==> config.mk <==
export PLATFORM = sky130hd
export DESIGN_NAME = three_stacks_shared_pool_flat
export DESIGN_NICKNAME = d
export VERILOG_FILES = /design/src/rtl/core/tsp_pkg.sv /design/src/rtl/core/tsp_if.sv /design/src/rtl/core/tsp_node_mem.sv /design/src/rtl/core/tsp_free_list.sv /design/src/rtl/core/three_stacks_shared_pool.sv /design/src/flat_wrapper.sv
export SDC_FILE = /design/constraint.sdc
export NUM_CORES = 1
export LEC_CHECK = 0
export BUFFER_PORTS_ARGS = -buffer_cell sky130_fd_sc_hd__buf_2
export CAP_MARGIN = 20
export CORE_MARGIN = 1.5
export CORE_UTILIZATION = 52
export CTS_CLUSTER_DIAMETER = 200
export CTS_CLUSTER_SIZE = 14
export DETAILED_ROUTE_END_ITERATION = 16
export PLACE_DENSITY = 0.68
export SLEW_MARGIN = 30
export SYNTH_ARGS = -nofsm -noshare
export SYNTH_HDL_FRONTEND = slang
export SYNTH_HIERARCHICAL = 1
export SYNTH_SLANG_ARGS = --single-unit
==> constraint.sdc <==
create_clock -name clock -period 7.77 [get_ports clock]
set_clock_uncertainty 0.1 [all_clocks]
set_input_delay 1.554 -clock clock [delete_from_list [all_inputs] [get_ports clock]]
set_output_delay 1.554 -clock clock [all_outputs]
set_load 0.05 [all_outputs]
==> src/rtl/core/tsp_pkg.sv <==
// ----------------------------------------------------------------------------
// tsp_pkg
// Shared types, field widths and codes for the three-stack shared pool.
// ----------------------------------------------------------------------------
package tsp_pkg;

   localparam int VALUE_W = 32;
   localparam int SID_W   = 2;
   localparam int STATUS_W = 2;

   localparam int DEF_POOL_DEPTH = 16;
   localparam int DEF_NUM_STACKS = 3;

   localparam logic ACTION_PUSH = 1'b0;
   localparam logic ACTION_POP  = 1'b1;

   localparam logic [STATUS_W-1:0] STATUS_OK          = 2'd0;
   localparam logic [STATUS_W-1:0] STATUS_POOL_FULL   = 2'd1;
   localparam logic [STATUS_W-1:0] STATUS_STACK_EMPTY = 2'd2;

   // requests from the control path to the free list
   typedef struct packed {
      logic fetch;   // read the top free slot
      logic take;    // commit a push: one slot leaves the free list
      logic give;    // commit a pop: a slot returns to the free list
   } fl_ctrl_type;

endpackage

==> src/rtl/core/tsp_if.sv <==
// ----------------------------------------------------------------------------
// tsp_if
// Request and response channels of the three-stack shared pool.
// ----------------------------------------------------------------------------
interface tsp_req_if;
   import tsp_pkg::*;

   logic                      valid;
   logic                      ready;
   logic                      action;
   logic [SID_W-1:0]          stack_id;
   logic signed [VALUE_W-1:0] push_value;

   modport source (output valid, output action, output stack_id, output push_value,
                   input ready);
   modport sink   (input valid, input action, input stack_id, input push_value,
                   output ready);
endinterface

interface tsp_rsp_if;
   import tsp_pkg::*;

   logic                      valid;
   logic                      ready;
   logic signed [VALUE_W-1:0] pop_value;
   logic [STATUS_W-1:0]       status;
   logic                      stack_empty;
   logic                      pool_full;

   modport source (output valid, output pop_value, output status, output stack_empty,
                   output pool_full, input ready);
   modport sink   (input valid, input pop_value, input status, input stack_empty,
                   input pool_full, output ready);
endinterface

==> src/rtl/core/tsp_node_mem.sv <==
// ----------------------------------------------------------------------------
// tsp_node_mem
// Node storage: value and link to the node below, one read and one write port.
// ----------------------------------------------------------------------------
module tsp_node_mem #(
   parameter int POOL_DEPTH = tsp_pkg::DEF_POOL_DEPTH,
   parameter int IW         = 4,
   parameter int LW         = 5
) (
   input  logic                               clock,
   input  logic                               wr_en,
   input  logic [IW-1:0]                      wr_addr,
   input  logic [tsp_pkg::VALUE_W-1:0]        wr_value,
   input  logic [LW-1:0]                      wr_link,
   input  logic                               rd_en,
   input  logic [IW-1:0]                      rd_addr,
   output logic [tsp_pkg::VALUE_W-1:0]        rd_value,
   output logic [LW-1:0]                      rd_link
);
   import tsp_pkg::*;

   localparam int NW = VALUE_W + LW;

   logic [NW-1:0] mem [POOL_DEPTH];
   logic [NW-1:0] rd_data_ff;

   always_ff @(posedge clock) begin
      if (wr_en) begin
         mem[wr_addr] <= {wr_value, wr_link};
      end
      if (rd_en) begin
         rd_data_ff <= mem[rd_addr];
      end
   end

   assign rd_value = rd_data_ff[NW-1:LW];
   assign rd_link  = rd_data_ff[LW-1:0];

endmodule

==> src/rtl/core/tsp_free_list.sv <==
// ----------------------------------------------------------------------------
// tsp_free_list
// Free-slot stack in memory with its fill count. Entries below the low-water
// mark were never written and read back as their reset value.
// ----------------------------------------------------------------------------
module tsp_free_list #(
   parameter int POOL_DEPTH = tsp_pkg::DEF_POOL_DEPTH,
   parameter int IW         = 4,
   parameter int CW         = 5
) (
   input  logic                 clock,
   input  logic                 reset,
   input  tsp_pkg::fl_ctrl_type ctrl,
   input  logic [IW-1:0]        give_slot,
   output logic [CW-1:0]        count,
   output logic [IW-1:0]        top_slot
);
   import tsp_pkg::*;

   logic [IW-1:0] mem [POOL_DEPTH];
   logic [IW-1:0] rd_data_ff;
   logic [IW-1:0] reset_slot_ff;
   logic [IW-1:0] reset_slot_in;
   logic          use_reset_ff;
   logic [CW-1:0] count_ff;
   logic [CW-1:0] count_in;
   logic [CW-1:0] low_ff;
   logic [CW-1:0] low_in;
   logic [CW-1:0] rd_ptr;

   always_comb begin
      rd_ptr = count_ff - CW'(1);
      // reset image of entry i is depth-1-i, so at count-1 it is depth-count
      reset_slot_in = IW'(CW'(POOL_DEPTH) - count_ff);
      count_in = count_ff;
      if (ctrl.take) begin
         count_in = count_ff - CW'(1);
      end else if (ctrl.give) begin
         count_in = count_ff + CW'(1);
      end
      low_in = low_ff;
      if (ctrl.give && (count_ff < low_ff)) begin
         low_in = count_ff;
      end
   end

   always_ff @(posedge clock) begin
      if (reset) begin
         count_ff <= CW'(POOL_DEPTH);
         low_ff   <= CW'(POOL_DEPTH);
      end else begin
         count_ff <= count_in;
         low_ff   <= low_in;
      end
      if (ctrl.give) begin
         mem[count_ff[IW-1:0]] <= give_slot;
      end
      if (ctrl.fetch) begin
         rd_data_ff    <= mem[rd_ptr[IW-1:0]];
         use_reset_ff  <= rd_ptr < low_ff;
         reset_slot_ff <= reset_slot_in;
      end
   end

   assign count    = count_ff;
   assign top_slot = use_reset_ff ? reset_slot_ff : rd_data_ff;

endmodule

==> src/rtl/core/three_stacks_shared_pool.sv <==
// ----------------------------------------------------------------------------
// three_stacks_shared_pool
// LIFO stacks sharing one node pool, with a free-slot stack handing out nodes.
//
//   channel   dir   word
//   req_bus   in    action, stack_id, push_value
//   rsp_bus   out   pop_value, status, stack_empty, pool_full
//
// On accept a word issues the node or free-slot memory read; in the EXEC
// state it writes back and loads the response register.
// A new word is accepted once the previous one has been written back.
// A stalled response holds the EXEC state; no new word enters meanwhile.
// Reset is synchronous and needs no clearing pass: unwritten free-list entries
// are served from their reset image via a low-water mark.
// ----------------------------------------------------------------------------
module three_stacks_shared_pool #(
   parameter int POOL_DEPTH = tsp_pkg::DEF_POOL_DEPTH,
   parameter int NUM_STACKS = tsp_pkg::DEF_NUM_STACKS
) (
   input logic     clock,
   input logic     reset,
   tsp_req_if.sink   req_bus,
   tsp_rsp_if.source rsp_bus
);
   import tsp_pkg::*;

   localparam int IW = (POOL_DEPTH > 1) ? $clog2(POOL_DEPTH) : 1;
   localparam int LW = $clog2(POOL_DEPTH + 1);
   localparam int CW = $clog2(POOL_DEPTH + 1);
   localparam int SW = $clog2(NUM_STACKS);
   localparam logic [LW-1:0] LINK_NULL = LW'(POOL_DEPTH);

   typedef enum logic {IDLE, EXEC} state_type;

   state_type                 state_ff;
   logic                      act_ff;
   logic [SW-1:0]             sidx_ff;
   logic                      mapped_ff;
   logic [VALUE_W-1:0]        val_ff;
   logic [STATUS_W-1:0]       status_ff;
   logic [LW-1:0]             head_ff;
   logic [LW-1:0]             heads_ff [NUM_STACKS];

   logic                      rsp_valid_ff;
   logic [VALUE_W-1:0]        rsp_pop_value_ff;
   logic [STATUS_W-1:0]       rsp_status_ff;
   logic                      rsp_empty_ff;
   logic                      rsp_full_ff;

   logic [SID_W:0]            sid_ext;
   logic [SW-1:0]             acc_sidx;
   logic                      acc_mapped;
   logic [LW-1:0]             acc_head;
   logic [STATUS_W-1:0]       acc_status;
   logic                      accept;
   logic                      exec_fire;
   logic                      commit;

   fl_ctrl_type               fl_ctrl;
   logic [CW-1:0]             fl_count;
   logic [IW-1:0]             fl_slot;
   logic [VALUE_W-1:0]        nd_value;
   logic [LW-1:0]             nd_link;

   assign req_bus.ready = (state_ff == IDLE);
   assign accept        = req_bus.valid && req_bus.ready;
   assign exec_fire     = (state_ff == EXEC) && (!rsp_valid_ff || rsp_bus.ready);
   assign commit        = exec_fire && (status_ff == STATUS_OK);

   always_comb begin
      sid_ext    = {1'b0, req_bus.stack_id};
      acc_sidx   = sid_ext[SW-1:0];
      acc_mapped = int'(req_bus.stack_id) < NUM_STACKS;
      acc_head   = acc_mapped ? heads_ff[acc_sidx] : LINK_NULL;
      acc_status = STATUS_OK;
      if (req_bus.action == ACTION_PUSH) begin
         if (!acc_mapped || (fl_count == CW'(0))) begin
            acc_status = STATUS_POOL_FULL;
         end
      end else if (acc_head == LINK_NULL) begin
         acc_status = STATUS_STACK_EMPTY;
      end
      fl_ctrl.fetch = accept && (req_bus.action == ACTION_PUSH) && (acc_status == STATUS_OK);
      fl_ctrl.take  = commit && (act_ff == ACTION_PUSH);
      fl_ctrl.give  = commit && (act_ff == ACTION_POP);
   end

   tsp_free_list #(
      .POOL_DEPTH (POOL_DEPTH),
      .IW         (IW),
      .CW         (CW)
   ) u_free_list (
      .clock     (clock),
      .reset     (reset),
      .ctrl      (fl_ctrl),
      .give_slot (head_ff[IW-1:0]),
      .count     (fl_count),
      .top_slot  (fl_slot)
   );

   tsp_node_mem #(
      .POOL_DEPTH (POOL_DEPTH),
      .IW         (IW),
      .LW         (LW)
   ) u_node_mem (
      .clock    (clock),
      .wr_en    (fl_ctrl.take),
      .wr_addr  (fl_slot),
      .wr_value (val_ff),
      .wr_link  (head_ff),
      .rd_en    (accept && (req_bus.action == ACTION_POP) && (acc_status == STATUS_OK)),
      .rd_addr  (acc_head[IW-1:0]),
      .rd_value (nd_value),
      .rd_link  (nd_link)
   );

   always_ff @(posedge clock) begin
      if (reset) begin
         state_ff     <= IDLE;
         rsp_valid_ff <= 1'b0;
         for (int i = 0; i < NUM_STACKS; i++) begin
            heads_ff[i] <= LINK_NULL;
         end
      end else begin
         // a new word may refill the response register as the old one leaves
         if (exec_fire) begin
            rsp_valid_ff <= 1'b1;
         end else if (rsp_bus.ready) begin
            rsp_valid_ff <= 1'b0;
         end
         unique case (state_ff)
            IDLE: begin
               if (accept) begin
                  state_ff <= EXEC;
               end
            end
            EXEC: begin
               if (exec_fire) begin
                  state_ff <= IDLE;
               end
               if (commit) begin
                  heads_ff[sidx_ff] <= (act_ff == ACTION_PUSH) ? LW'(fl_slot) : nd_link;
               end
            end
            default: state_ff <= IDLE;
         endcase
      end

      if (accept) begin
         act_ff    <= req_bus.action;
         sidx_ff   <= acc_sidx;
         mapped_ff <= acc_mapped;
         val_ff    <= req_bus.push_value;
         status_ff <= acc_status;
         head_ff   <= acc_head;
      end

      if (exec_fire) begin
         rsp_status_ff <= status_ff;
         if (status_ff != STATUS_OK) begin
            rsp_pop_value_ff <= '0;
            rsp_empty_ff     <= !mapped_ff || (head_ff == LINK_NULL);
            rsp_full_ff      <= (fl_count == CW'(0));
         end else if (act_ff == ACTION_PUSH) begin
            rsp_pop_value_ff <= '0;
            rsp_empty_ff     <= 1'b0;
            rsp_full_ff      <= (fl_count == CW'(1));
         end else begin
            rsp_pop_value_ff <= nd_value;
            rsp_empty_ff     <= (nd_link == LINK_NULL);
            rsp_full_ff      <= 1'b0;
         end
      end
   end

   assign rsp_bus.valid       = rsp_valid_ff;
   assign rsp_bus.pop_value   = rsp_pop_value_ff;
   assign rsp_bus.status      = rsp_status_ff;
   assign rsp_bus.stack_empty = rsp_empty_ff;
   assign rsp_bus.pool_full   = rsp_full_ff;

`ifndef SYNTHESIS
   a_count_range: assert property (@(posedge clock) disable iff (reset)
      fl_count <= CW'(POOL_DEPTH))
      else $error("free count above pool depth");

   a_push_takes: assert property (@(posedge clock) disable iff (reset)
      commit && (act_ff == ACTION_PUSH) |=> fl_count == $past(fl_count) - CW'(1))
      else $error("push did not take a free slot");

   a_reject_holds: assert property (@(posedge clock) disable iff (reset)
      exec_fire && (status_ff != STATUS_OK) |=> $stable(fl_count))
      else $error("rejected word changed the free count");

   a_full_flag: assert property (@(posedge clock) disable iff (reset)
      rsp_valid_ff |-> rsp_full_ff == (fl_count == CW'(0)))
      else $error("pool_full disagrees with free count");
`endif

endmodule
==> src/flat_wrapper.sv <==
// flat-port wrapper written by rule: the top's interface ports become plain ports
module three_stacks_shared_pool_flat import tsp_pkg::*;
#(
   parameter int POOL_DEPTH = tsp_pkg::DEF_POOL_DEPTH,
   parameter int NUM_STACKS = tsp_pkg::DEF_NUM_STACKS
)
  (clock, reset, req_bus_valid, req_bus_action, req_bus_stack_id, req_bus_push_value, req_bus_ready, rsp_bus_valid, rsp_bus_pop_value, rsp_bus_status, rsp_bus_stack_empty, rsp_bus_pool_full, rsp_bus_ready);
  tsp_req_if req_bus_i ();
  tsp_rsp_if rsp_bus_i ();
  input logic clock;
  input logic reset;
  input wire logic [$bits(req_bus_i.valid)-1:0] req_bus_valid;
  input wire logic [$bits(req_bus_i.action)-1:0] req_bus_action;
  input wire logic [$bits(req_bus_i.stack_id)-1:0] req_bus_stack_id;
  input wire logic [$bits(req_bus_i.push_value)-1:0] req_bus_push_value;
  output wire logic [$bits(req_bus_i.ready)-1:0] req_bus_ready;
  output wire logic [$bits(rsp_bus_i.valid)-1:0] rsp_bus_valid;
  output wire logic [$bits(rsp_bus_i.pop_value)-1:0] rsp_bus_pop_value;
  output wire logic [$bits(rsp_bus_i.status)-1:0] rsp_bus_status;
  output wire logic [$bits(rsp_bus_i.stack_empty)-1:0] rsp_bus_stack_empty;
  output wire logic [$bits(rsp_bus_i.pool_full)-1:0] rsp_bus_pool_full;
  input wire logic [$bits(rsp_bus_i.ready)-1:0] rsp_bus_ready;
  assign req_bus_i.valid = req_bus_valid;
  assign req_bus_i.action = req_bus_action;
  assign req_bus_i.stack_id = req_bus_stack_id;
  assign req_bus_i.push_value = req_bus_push_value;
  assign req_bus_ready = req_bus_i.ready;
  assign rsp_bus_valid = rsp_bus_i.valid;
  assign rsp_bus_pop_value = rsp_bus_i.pop_value;
  assign rsp_bus_status = rsp_bus_i.status;
  assign rsp_bus_stack_empty = rsp_bus_i.stack_empty;
  assign rsp_bus_pool_full = rsp_bus_i.pool_full;
  assign rsp_bus_i.ready = rsp_bus_ready;
  three_stacks_shared_pool #(.POOL_DEPTH(POOL_DEPTH), .NUM_STACKS(NUM_STACKS)) u_core (.clock(clock), .reset(reset), .req_bus(req_bus_i), .rsp_bus(rsp_bus_i));
endmodule
Word-level counts from Yosys, hierarchy flattened. Memories as Yosys holds them, arrays and structs flattened. A register that Yosys moved wholly into a read port is not among the register bits. Index checks and enable logic that the tools add are counted.

Add/subtract/negate cells: 3. Order comparisons: 3. Eq/ne operators: 4. Mux-type cells: 30. Bitwise gates (word level): 3. Reductions and logical operators: 24.

Operators by type and width (count): $mux W5 (5); $mux W1 (20); $eq A5 B5 Y1 const B (3); $logic_and A1 B1 Y1 (10); $lt A5 B5 Y1 (2); $mux W2 (3); $reduce_bool A2 Y1 (3); $add A5 B1 Y5 const B (1); $eq A5 B1 Y1 const B (1); $logic_not A5 Y1 (1); $reduce_or A5 Y1 (1); $sub A5 B1 Y5 const B (1); $logic_not A2 Y1 (2); $mux W4 (1); $sub A1 B4 Y4 const A (1); $logic_not A1 Y1 (3); $logic_or A1 B1 Y1 (3); $not A1 Y1 (3); $lt A2 B2 Y1 const B (1); $pmux W1 S2 (1); $reduce_or A2 Y1 (1).

Bits in registers: 96. Bits in writable memories: 671. Input bits: 39. Output and inout port bits: 38. Logic and storage cells: 86. Memories kept: 3.

Memories: u_core.u_node_mem.mem (words 16, width 37, read ports 1, clocked after Yosys merged registers in 1, write ports 1, RTL line tsp_node_mem.sv:24) `logic [NW-1:0] mem [POOL_DEPTH];`; u_core.u_free_list.mem (words 16, width 4, read ports 1, clocked after Yosys merged registers in 1, write ports 1, RTL line tsp_free_list.sv:20) `logic [IW-1:0] mem [POOL_DEPTH];`; u_core.heads_ff (words 3, width 5, read ports 1, clocked after Yosys merged registers in 0, write ports 3, RTL line three_stacks_shared_pool.sv:42) `logic [LW-1:0] heads_ff [NUM_STACKS];`.

Logic depth before layout (Yosys ltp). Gate-level depths: netlist of the first run.

Word-level depth: 10. Depth in mapped cells: 11. Gate-level depth less buffers: 8.

Hierarchy. The synthesis of the first run kept the hierarchy.

By module, submodules not included: tsp_node_mem (instances 1, cells each 963, area each 23312.4 µm², sequential area each 18888.1 µm²); tsp_free_list (instances 1, cells each 231, area each 3646.0 µm², sequential area each 2392.3 µm²); three_stacks_shared_pool (instances 1, cells each 205, area each 3572.2 µm², sequential area each 2862.7 µm²).

Worst setup path after synthesis of the first run. OpenSTA, ideal clock, no wires.

Path kind: input-to-reg. From: input port rsp_bus_ready. To: memory u_core/u_node_mem/mem[0][0] in the netlist's numbering (enable). Setup time: 0.477 ns. Data arrival time: 6.261 ns. Required time: 7.193 ns. Path slack: 0.932 ns. Stages: 5. Buffers on the path: 0. Path through: nand2b_1 and2_1 nor3b_1 or3b_2 nor3_1.

RTL lines: start, declared (RTL line flat_wrapper.sv:22) `input wire logic [$bits(rsp_bus_i.ready)-1:0] rsp_bus_ready;`; end, declared (RTL line tsp_node_mem.sv:24).

==> results of run 1 <==
-- layout make-up --
class,instances,area (um2),share of cell area
multi-input cells,511,6153,0.1820
inverters,13,48.80,0.001443
repair buffers,111,690.7,0.02043
clock inverters,3,47.55,0.001406
flip-flops and latches,808,24140,0.7141
clock buffers,80,1768,0.05229
well taps,765,957.2,0.02831
-- Yosys cell counts (2+ instances only) --
master     number  area (um2)
edfxtp_1      796       23900
mux4_2        152        3423
a22oi_1        75       563.0
nand2_1        63       236.5
nor2_1         51       191.4
and3_1         34       212.7
clkbuf_1       30       112.6
inv_1          13       48.80
dfxtp_1        12       240.2
mux2i_1        12       120.1
mux4_1         12       315.3
ha_1           11       137.6
buf_1          10       37.54
buf_6          10       112.6
nand2b_1       10       62.56
buf_4           9       67.56
nor3_1          9       45.04
o21ai_0         8       40.04
buf_2           7       35.03
a211oi_1        6       45.04
a31oi_1         6       37.54
and2_1          6       37.54
a21oi_1         5       25.02
xnor2_1         5       43.79
mux2_2          4       45.04
nor2b_1         4       25.02
o2bb2ai_1       4       35.03
nand3b_1        3       22.52
nor3b_1         3       22.52
nand3_1         2       10.01
nor4_1          2       12.51
or3b_4          2       22.52
-- power by group --
| group | total [mW] | switching [mW] | internal, mW |
|---|---|---|---|
| sequential | 4.94 | 0.0738 | 4.87 |
| combinational | 0.478 | 0.294 | 0.184 |
| clock | 3.03 | 1.40 | 1.63 |
| total | 8.45 | 1.77 | 6.68 |
-- worst paths after layout --
check	cells after the start	endpoint	start	slack [ns]
worst max-delay path	9	u_core/u_node_mem/mem[0][27]$_DFFE_PP_	rsp_bus_ready	3.56
worst min-delay path	2	u_core/u_free_list/low_ff[1]$_SDFFE_PP0P_	u_core/u_free_list/low_ff[1]$_SDFFE_PP0P_	0.40
worst max register to register	7	u_core/u_node_mem/mem[0][27]$_DFFE_PP_	u_core/state_ff$_SDFF_PP0_	4.28
worst min register to register	2	u_core/u_free_list/low_ff[1]$_SDFFE_PP0P_	u_core/u_free_list/low_ff[1]$_SDFFE_PP0P_	0.40
-- metal layers --
metal  vias to the layer above  global-route usage
li1                       6000                   -
met4                         0             0.06191
met1                      7466              0.3119
met2                       515              0.3411
met3                        99             0.03732
met5                         -                   0
-- cells by family (layout without fill, tap and decap cells) --
family	count (synthesis)	in the layout
compound gates	111	111
mux	180	180
simple gates	203	203
flops	808	808
fa+ha+maj	11	11
buf+inv	80	207
xor+xnor	6	6
-- through the flow --
step,cells,worst slack [ns],hold slack (ns)
floorplan,1399,0.9320,0.3604
global placement,2204,2.971,0.3803
detailed placement,2205,2.934,0.3915
CTS,2288,3.553,0.4081
global route,2291,3.380,0.4362
finish,2291,3.559,0.4012
-- state kept, by name (all words and copies together), names as in the netlist, 2 cells and up --
register	count
u_core/u_node_mem/mem	592
u_core/u_free_list/mem	64
u_core/u_node_mem/rd_data_ff	37
u_core/rsp_bus.pop_value	32
u_core/val_ff	32
u_core/heads_ff	15
u_core/head_ff	5
u_core/u_free_list/count	5
u_core/u_free_list/low_ff	5
u_core/u_free_list/rd_data_ff	4
u_core/u_free_list/reset_slot_ff	4
u_core/rsp_bus.status	2
u_core/sidx_ff	2
u_core/status_ff	2
-- worst min-delay path: stages (launching register included) --
cell and delay [ns]:
dfxtp_1 0.33, mux2i_1 0.06, nor2_1 0.08
==> metrics.log, run 1 <==
[metrics] result of the run: finished clean
[metrics] core area: just under 60000 um2
[metrics] Worst-Skew Late Latency: 0.60 ns
[metrics] Clock Root Buffer: clkbuf_16
[metrics] share of cell area taken by muxes after synthesis: 0.1279
[metrics] crit path buf inv count: 4
[metrics] Hold-fix buffers, CTS: 0
[metrics] Routed wire per std cell: around 27 um
[metrics] critical path type: in2reg
[metrics] filler instances: 4173
[metrics] Max Fanout on Critical Path: 39
[metrics] number of diodes added for antenna fixing: 0
[metrics] area share of fa/ha/maj cells after synthesis: 0.004508
[metrics] Resize count post-CTS: 0
[metrics] CTS tree: done
[metrics] maximum clock frequency: 237.5 MHz
[metrics] met2 layer wire length in the routed design: 30.37 mm
[metrics] fraction of final layout cells with drive strength greater than 1: 0.2484
[metrics] via count of the first global-routing pass: 14.56k
[metrics] setup violators final: 0
[metrics] number of maximum-capacitance violations: 0
[metrics] Netlist Area Pre-Place: 30530 um2
[metrics] post-route fraction of the period consumed by the critical path: 0.5420
[metrics] floorplan die width: between 200 and 250 um
[metrics] critical path data arrival time: 4.33 ns
[metrics] post-CTS setup buffer count: 0
[metrics] Most used DFF post-synth: edfxtp_1
[metrics] total congestion overflow: 0
[metrics] area fraction in compound gates after synthesis: 0.02664
[metrics] uppermost metal layer occupied by signal nets: met4
[metrics] routed via count divided by cell count: 6.146
[metrics] Final Hold Vio Count: 0
[metrics] max-slew headroom at the worst pin: 0.3559
[metrics] synthesis-stage register bit count: 808
[metrics] cell with the largest stage delay on the worst path: or3b_2
[metrics] Max stage delay on crit path: between 0.5 and 0.6 ns
[metrics] synthesis-to-layout area growth: 10.74%
[metrics] number of H-tree levels: 3
[metrics] clock period minus worst slack: 4.211 ns
[metrics] Routed WL: roughly 62 mm
[metrics] vertical die dimension: ~250 um
[metrics] async set-or-reset flop fraction in the synthesized netlist: 0
[metrics] number of buffers created by CTS: 67
[metrics] Finished Cell Area: 33810 um2
[metrics] count of mapped cells out of synthesis: around 1.4k
[metrics] reported leakage power: 10.73 nW
[metrics] dominant cell type by count on the critical path: buf_4
[metrics] power density normalized to cell area: roughly 250 nW/um2
[metrics] Remaining DRCs: 0
[metrics] classification of the worst-slack hold path: reg2reg
[metrics] Starting Density: 0.5272
[metrics] CTS Buffer Depth: 3
[metrics] number of DRC violations after detailed-routing iteration 0: 1486
[metrics] pin slew with the least headroom to its limit: roughly 0.97 ns
[metrics] GR Util All Layers: 0.2154
[metrics] Worst-path clk slew: 0.07 ns
[metrics] pin count of the biggest net entering global routing: ~150
[metrics] unrepaired setup endpoints after global routing: no
[metrics] share of the synthesized netlist area taken by xor and xnor gates: 0.001967
[metrics] top-level port count: 77
[metrics] sum of met3 wire segment lengths after detailed routing: 4.083 mm
[metrics] RD Place Congestion: 0.7714
[metrics] critical path capture point type: flip-flop
[metrics] standard-cell rows: 88
[metrics] overall power consumption: 8.448 mW
[metrics] Avg Synthesized Cell Area: about 22 um2
[metrics] NumNets Final: 1562
[metrics] most frequent standard cell in the layout excluding fill and tap cells: edfxtp_1
[metrics] data required time at the worst endpoint: 7.89 ns
[metrics] number of nets produced by synthesis: 1449
[metrics] final slew viol count: 0
[metrics] TritonRoute pass-1 iters: 5
[metrics] register area share after synthesis: 0.7908
[metrics] Distinct cells, synth: 55
[metrics] estimated wirelength of the detail-placed design: 33.47 mm
[metrics] simple-gate portion of the synthesized area: 0.03418
[metrics] DR vias: 14.08k
[metrics] initial antenna violation count: 0
[metrics] commonest cells after routing, fill and taps aside: edfxtp_1, mux4_2, buf_2, a22oi_1, clkbuf_16
[metrics] kind of cell adding the most delay to the critical path: buffers and inverters
[metrics] instance area at placement: 31950 um2
[metrics] Peak VDD IR: between 0.2 and 0.25 mV
[metrics] first-pass GRT wire length: 94.12 mm
[metrics] number of warnings printed during yosys synthesis: 6
[metrics] number of enable-type register cells in the synthesized netlist: 796
[metrics] Final Util: 0.5838
[metrics] wire length the detailed router placed on met1: approximately 26 mm
[metrics] Die Outline Area: 60170 um2
[metrics] type of element launching the critical path: primary input
[metrics] ordered cell list for the critical path: buf_2 > nand2b_1 > and2_2 > buf_4 > nor3b_1 > buf_4 > or3b_2 > nor3_2 > buf_4
[metrics] final-layout setup total negative slack: 0 ns
[metrics] # clock sinks: 808
[metrics] port bufs: 76
[metrics] largest family of logic cells by synthesized area: multiplexers
[metrics] antenna-violating nets left: 0
(Power assumes the default switching activity.)
==> run 2: changes to the inputs <==
clock period = 3.9 ns   (was 7.77 ns; I/O delays follow)
==> run 2 against run 1 <==
  * Total power up 100%
  * Wire length up 2.3%
  * Non-clock buffer count up 26
  * Register-to-register slack worse by 3.4 ns
  * Sequential power up 99%
  * Global-route usage up 0.25 points
  * Final cell count up 1.2%
  * First-iteration DRC count down 14%
  * Core utilization up 0.89 points
  * Critical path type is now reg2reg
==> metrics.log, run 2 (same netlist as run 1, synthesis figures left out) <==
[metrics] clock period minus worst slack: 2.984 ns
[metrics] synthesis-to-layout area growth: 12.43% (was 10.74%)
[metrics] # clock sinks: 808 (unchanged)
[metrics] logic depth of the worst register-to-register path: 8 (was 7)
[metrics] non-filler instance count after layout: 2318 (was 2291)
[metrics] fraction of final layout cells with drive strength greater than 1: 0.2634 (was 0.2484)
[metrics] Final Hold Vio Count: 0 (unchanged)
[metrics] estimated wirelength of the detail-placed design: 34.11 mm (was 33.47 mm)
[metrics] power density normalized to cell area: 494.0 nW/um2 (was 249.9 nW/um2)
[metrics] endpoint of the most critical register-to-register path: u_core/u_free_list/use_reset_ff$_DFFE_PP_ (was u_core/u_node_mem/mem[0][27]$_DFFE_PP_)
[metrics] largest registers ranked by flip-flop count: u_core/u_node_mem/mem x592, u_core/u_free_list/mem x64, u_core/u_node_mem/rd_data_ff x37 (unchanged)
[metrics] hold_ws: 0.2455 ns (was 0.4012 ns)
[metrics] type of element launching the critical path: flip-flop (was primary input)
[metrics] floorplan die width: 245.3 um (unchanged)
[metrics] filler instances: 4123 (was 4173)
[metrics] critical path type: reg2reg (was in2reg)
[metrics] R2R setup slack: 0.92 ns (was 4.28 ns)
[metrics] number of buffers created by CTS: 67 (unchanged)
[metrics] Peak VDD IR: 0.3556 mV (was 0.2102 mV)
[metrics] setup violators final: 0 (unchanged)
[metrics] Clock Root Buffer: clkbuf_16 (unchanged)
[metrics] number of H-tree levels: 3 (unchanged)
[metrics] unrepaired setup endpoints after global routing: no (unchanged)
[metrics] post-CTS setup buffer count: 0 (unchanged)
[metrics] most frequent standard cell in the layout excluding fill and tap cells: edfxtp_1 (unchanged)
[metrics] standard-cell rows: 88 (unchanged)
[metrics] data required time at the worst endpoint: 4.24 ns (was 7.89 ns)
[metrics] vertical die dimension: 245.3 um (unchanged)
[metrics] Routed WL: 63.90 mm (was 62.45 mm)
[metrics] origin of the critical flop-to-flop path: u_core/u_free_list/count[1]$_SDFFE_PP0P_ (was u_core/state_ff$_SDFF_PP0_)
[metrics] top-level port count: 77 (unchanged)
[metrics] Hold-fix buffers, CTS: 0 (unchanged)
[metrics] number of diodes added for antenna fixing: 0 (unchanged)
[metrics] number of cells after detailed placement: 2232 (was 2205)
[metrics] core area: 57920 um2 (unchanged)
[metrics] max-slew headroom at the worst pin: 0.3652 (was 0.3559)
[metrics] GR Util All Layers: 0.2179 (was 0.2154)
[metrics] first-pass GRT wire length: 94.80 mm (was 94.12 mm)
[metrics] Max Fanout on Critical Path: 16 (was 39)
[metrics] Resize count post-CTS: 0 (unchanged)
[metrics] antenna-violating nets left: 0 (unchanged)
[metrics] TritonRoute pass-1 iters: 5 (unchanged)
[metrics] maximum clock frequency: 335.2 MHz
[metrics] Worst-Skew Late Latency: 0.60 ns (about the same)
[metrics] result of the run: finished clean (unchanged)
[metrics] Remaining DRCs: 0 (unchanged)
[metrics] RD Place Congestion: 0.7685 (was 0.7714)
[metrics] final slew viol count: 0 (unchanged)
[metrics] final-layout setup total negative slack: 0 ns (unchanged)
[metrics] Largest register FFs: 592 (unchanged)
[metrics] number of DRC violations after detailed-routing iteration 0: 1273 (was 1486)
[metrics] post-route fraction of the period consumed by the critical path: 0.7650
[metrics] critical path capture point type: flip-flop (unchanged)
[metrics] pin slew with the least headroom to its limit: 0.9499 ns (was 0.9661 ns)
[metrics] initial antenna violation count: 1 (was 0)
[metrics] pin count of the biggest net entering global routing: 67 (was 151)
[metrics] launch point of the critical path: u_core/u_free_list/count[1]$_SDFFE_PP0P_ (was rsp_bus_ready)
[metrics] critical path data arrival time: 3.32 ns (was 4.33 ns)
[metrics] Worst-path clk slew: 0.07 ns (about the same)
[metrics] classification of the worst-slack hold path: in2reg (was reg2reg)
[metrics] Die Outline Area: 60170 um2 (unchanged)
[metrics] port bufs: 76 (unchanged)
[metrics] number of maximum-capacitance violations: 0 (unchanged)
[metrics] total congestion overflow: 0 (unchanged)
[metrics] critical path capture point: u_core/u_free_list/use_reset_ff$_DFFE_PP_ (was u_core/u_node_mem/mem[0][27]$_DFFE_PP_)
[metrics] Starting Density: 0.5272 (unchanged)
[metrics] overall power consumption: 16.96 mW (was 8.448 mW)
[metrics] CTS Buffer Depth: 3 (unchanged)
[metrics] Routed wire per std cell: 27.57 um (was 27.26 um)
[metrics] CTS tree: done (unchanged)
[metrics] NumNets Final: 1588 (was 1562)
[metrics] DR vias: 14.19k (was 14.08k)
[metrics] Most flops, register: u_core/u_node_mem/mem (unchanged)
[metrics] routed via count divided by cell count: 6.120 (was 6.146)
[metrics] via count of the first global-routing pass: 14.78k (was 14.56k)
[metrics] reported leakage power: 10.97 nW (was 10.73 nW)
[metrics] commonest cells after routing, fill and taps aside: edfxtp_1, mux4_2, buf_2, a22oi_1, clkbuf_16 (unchanged)
-- run 2: cell types whose count changed in the layout (fill, tap and decap cells not counted) --
cell       delta
and2_4        +1
nor3_4        +4
buf_12       +20
and2_2        -1
clkbuf_16     +1
clkbuf_1      -2
buf_4         +8
buf_8         -2
inv_16        +1
xnor2_2       +1
xnor2_1       -1
clkinv_8      +1
nor3_2        -4
-- run 2: per-layer routing --
metal / GRT usage / share of wire / vias up
li1: - / - / 6055
met3: 0.03503 / 0.070 / 80
met4: 0.04793 / 0.017 / 0
met5: 0 / 0 / -
met2: 0.3601 / 0.50 / 526
met1: 0.3095 / 0.41 / 7525
-- run 2: worst min path at each step --
| stage | to | start | cells past startpoint |
|---|---|---|---|
| finish | u_core/val_ff[5]$_DFFE_PP_ | req_bus_push_value[5] | 1 |
| floorplan | u_core/u_free_list/low_ff[1]$_SDFFE_PP0P_ | u_core/u_free_list/low_ff[1]$_SDFFE_PP0P_ | 2 |
| global route | u_core/val_ff[16]$_DFFE_PP_ | req_bus_push_value[16] | 1 |
| CTS | u_core/val_ff[5]$_DFFE_PP_ | req_bus_push_value[5] | 1 |
| detailed placement | u_core/u_free_list/low_ff[2]$_SDFFE_PP0P_ | u_core/u_free_list/low_ff[2]$_SDFFE_PP0P_ | 2 |
| global placement | u_core/u_free_list/low_ff[1]$_SDFFE_PP0P_ | u_core/u_free_list/low_ff[1]$_SDFFE_PP0P_ | 2 |
-- run 2: area by class of cell --
class	count	area (um2)	area share
multi-input combinational	511	6187	0.1802
clock buffer	79	1785	0.05201
sequential	808	24140	0.7033
timing repair buffer	137	1121	0.03266
clock inverter	5	83.83	0.002442
tap	765	957.2	0.02788
inverter	13	48.80	0.001422
-- run 2: critical path, cell delays in order, from the launching register on --
cell      delay (ns)
dfxtp_1         0.56
inv_1           0.16
ha_1            0.71
inv_1           0.26
ha_1            0.35
a21o_1          0.17
a21oi_2         0.18
a21oi_1         0.10
a211oi_2        0.24
-- run 2: report_power, final --
group          total, mW  switching, mW  leakage, nW  internal (mW)
Clock               6.13           2.84        0.913           3.29
Sequential          9.83          0.129         7.33           9.70
Combinational      0.998          0.605         2.73          0.393
-- run 2: through the flow --
| stage | setup slack (ns) | cell area [um2] | utilization |
|---|---|---|---|
| after CTS | 0.8933 | 34300 | 0.5922 |
| after global placement | 0.4302 | 32430 | 0.5599 |
| after detailed placement | 0.4163 | 32430 | 0.5599 |
| after global routing | 0.7337 | 34330 | 0.5927 |
| after floorplan | 0.01026 | 30620 | - |
| final | 0.9164 | 34330 | 0.5927 |
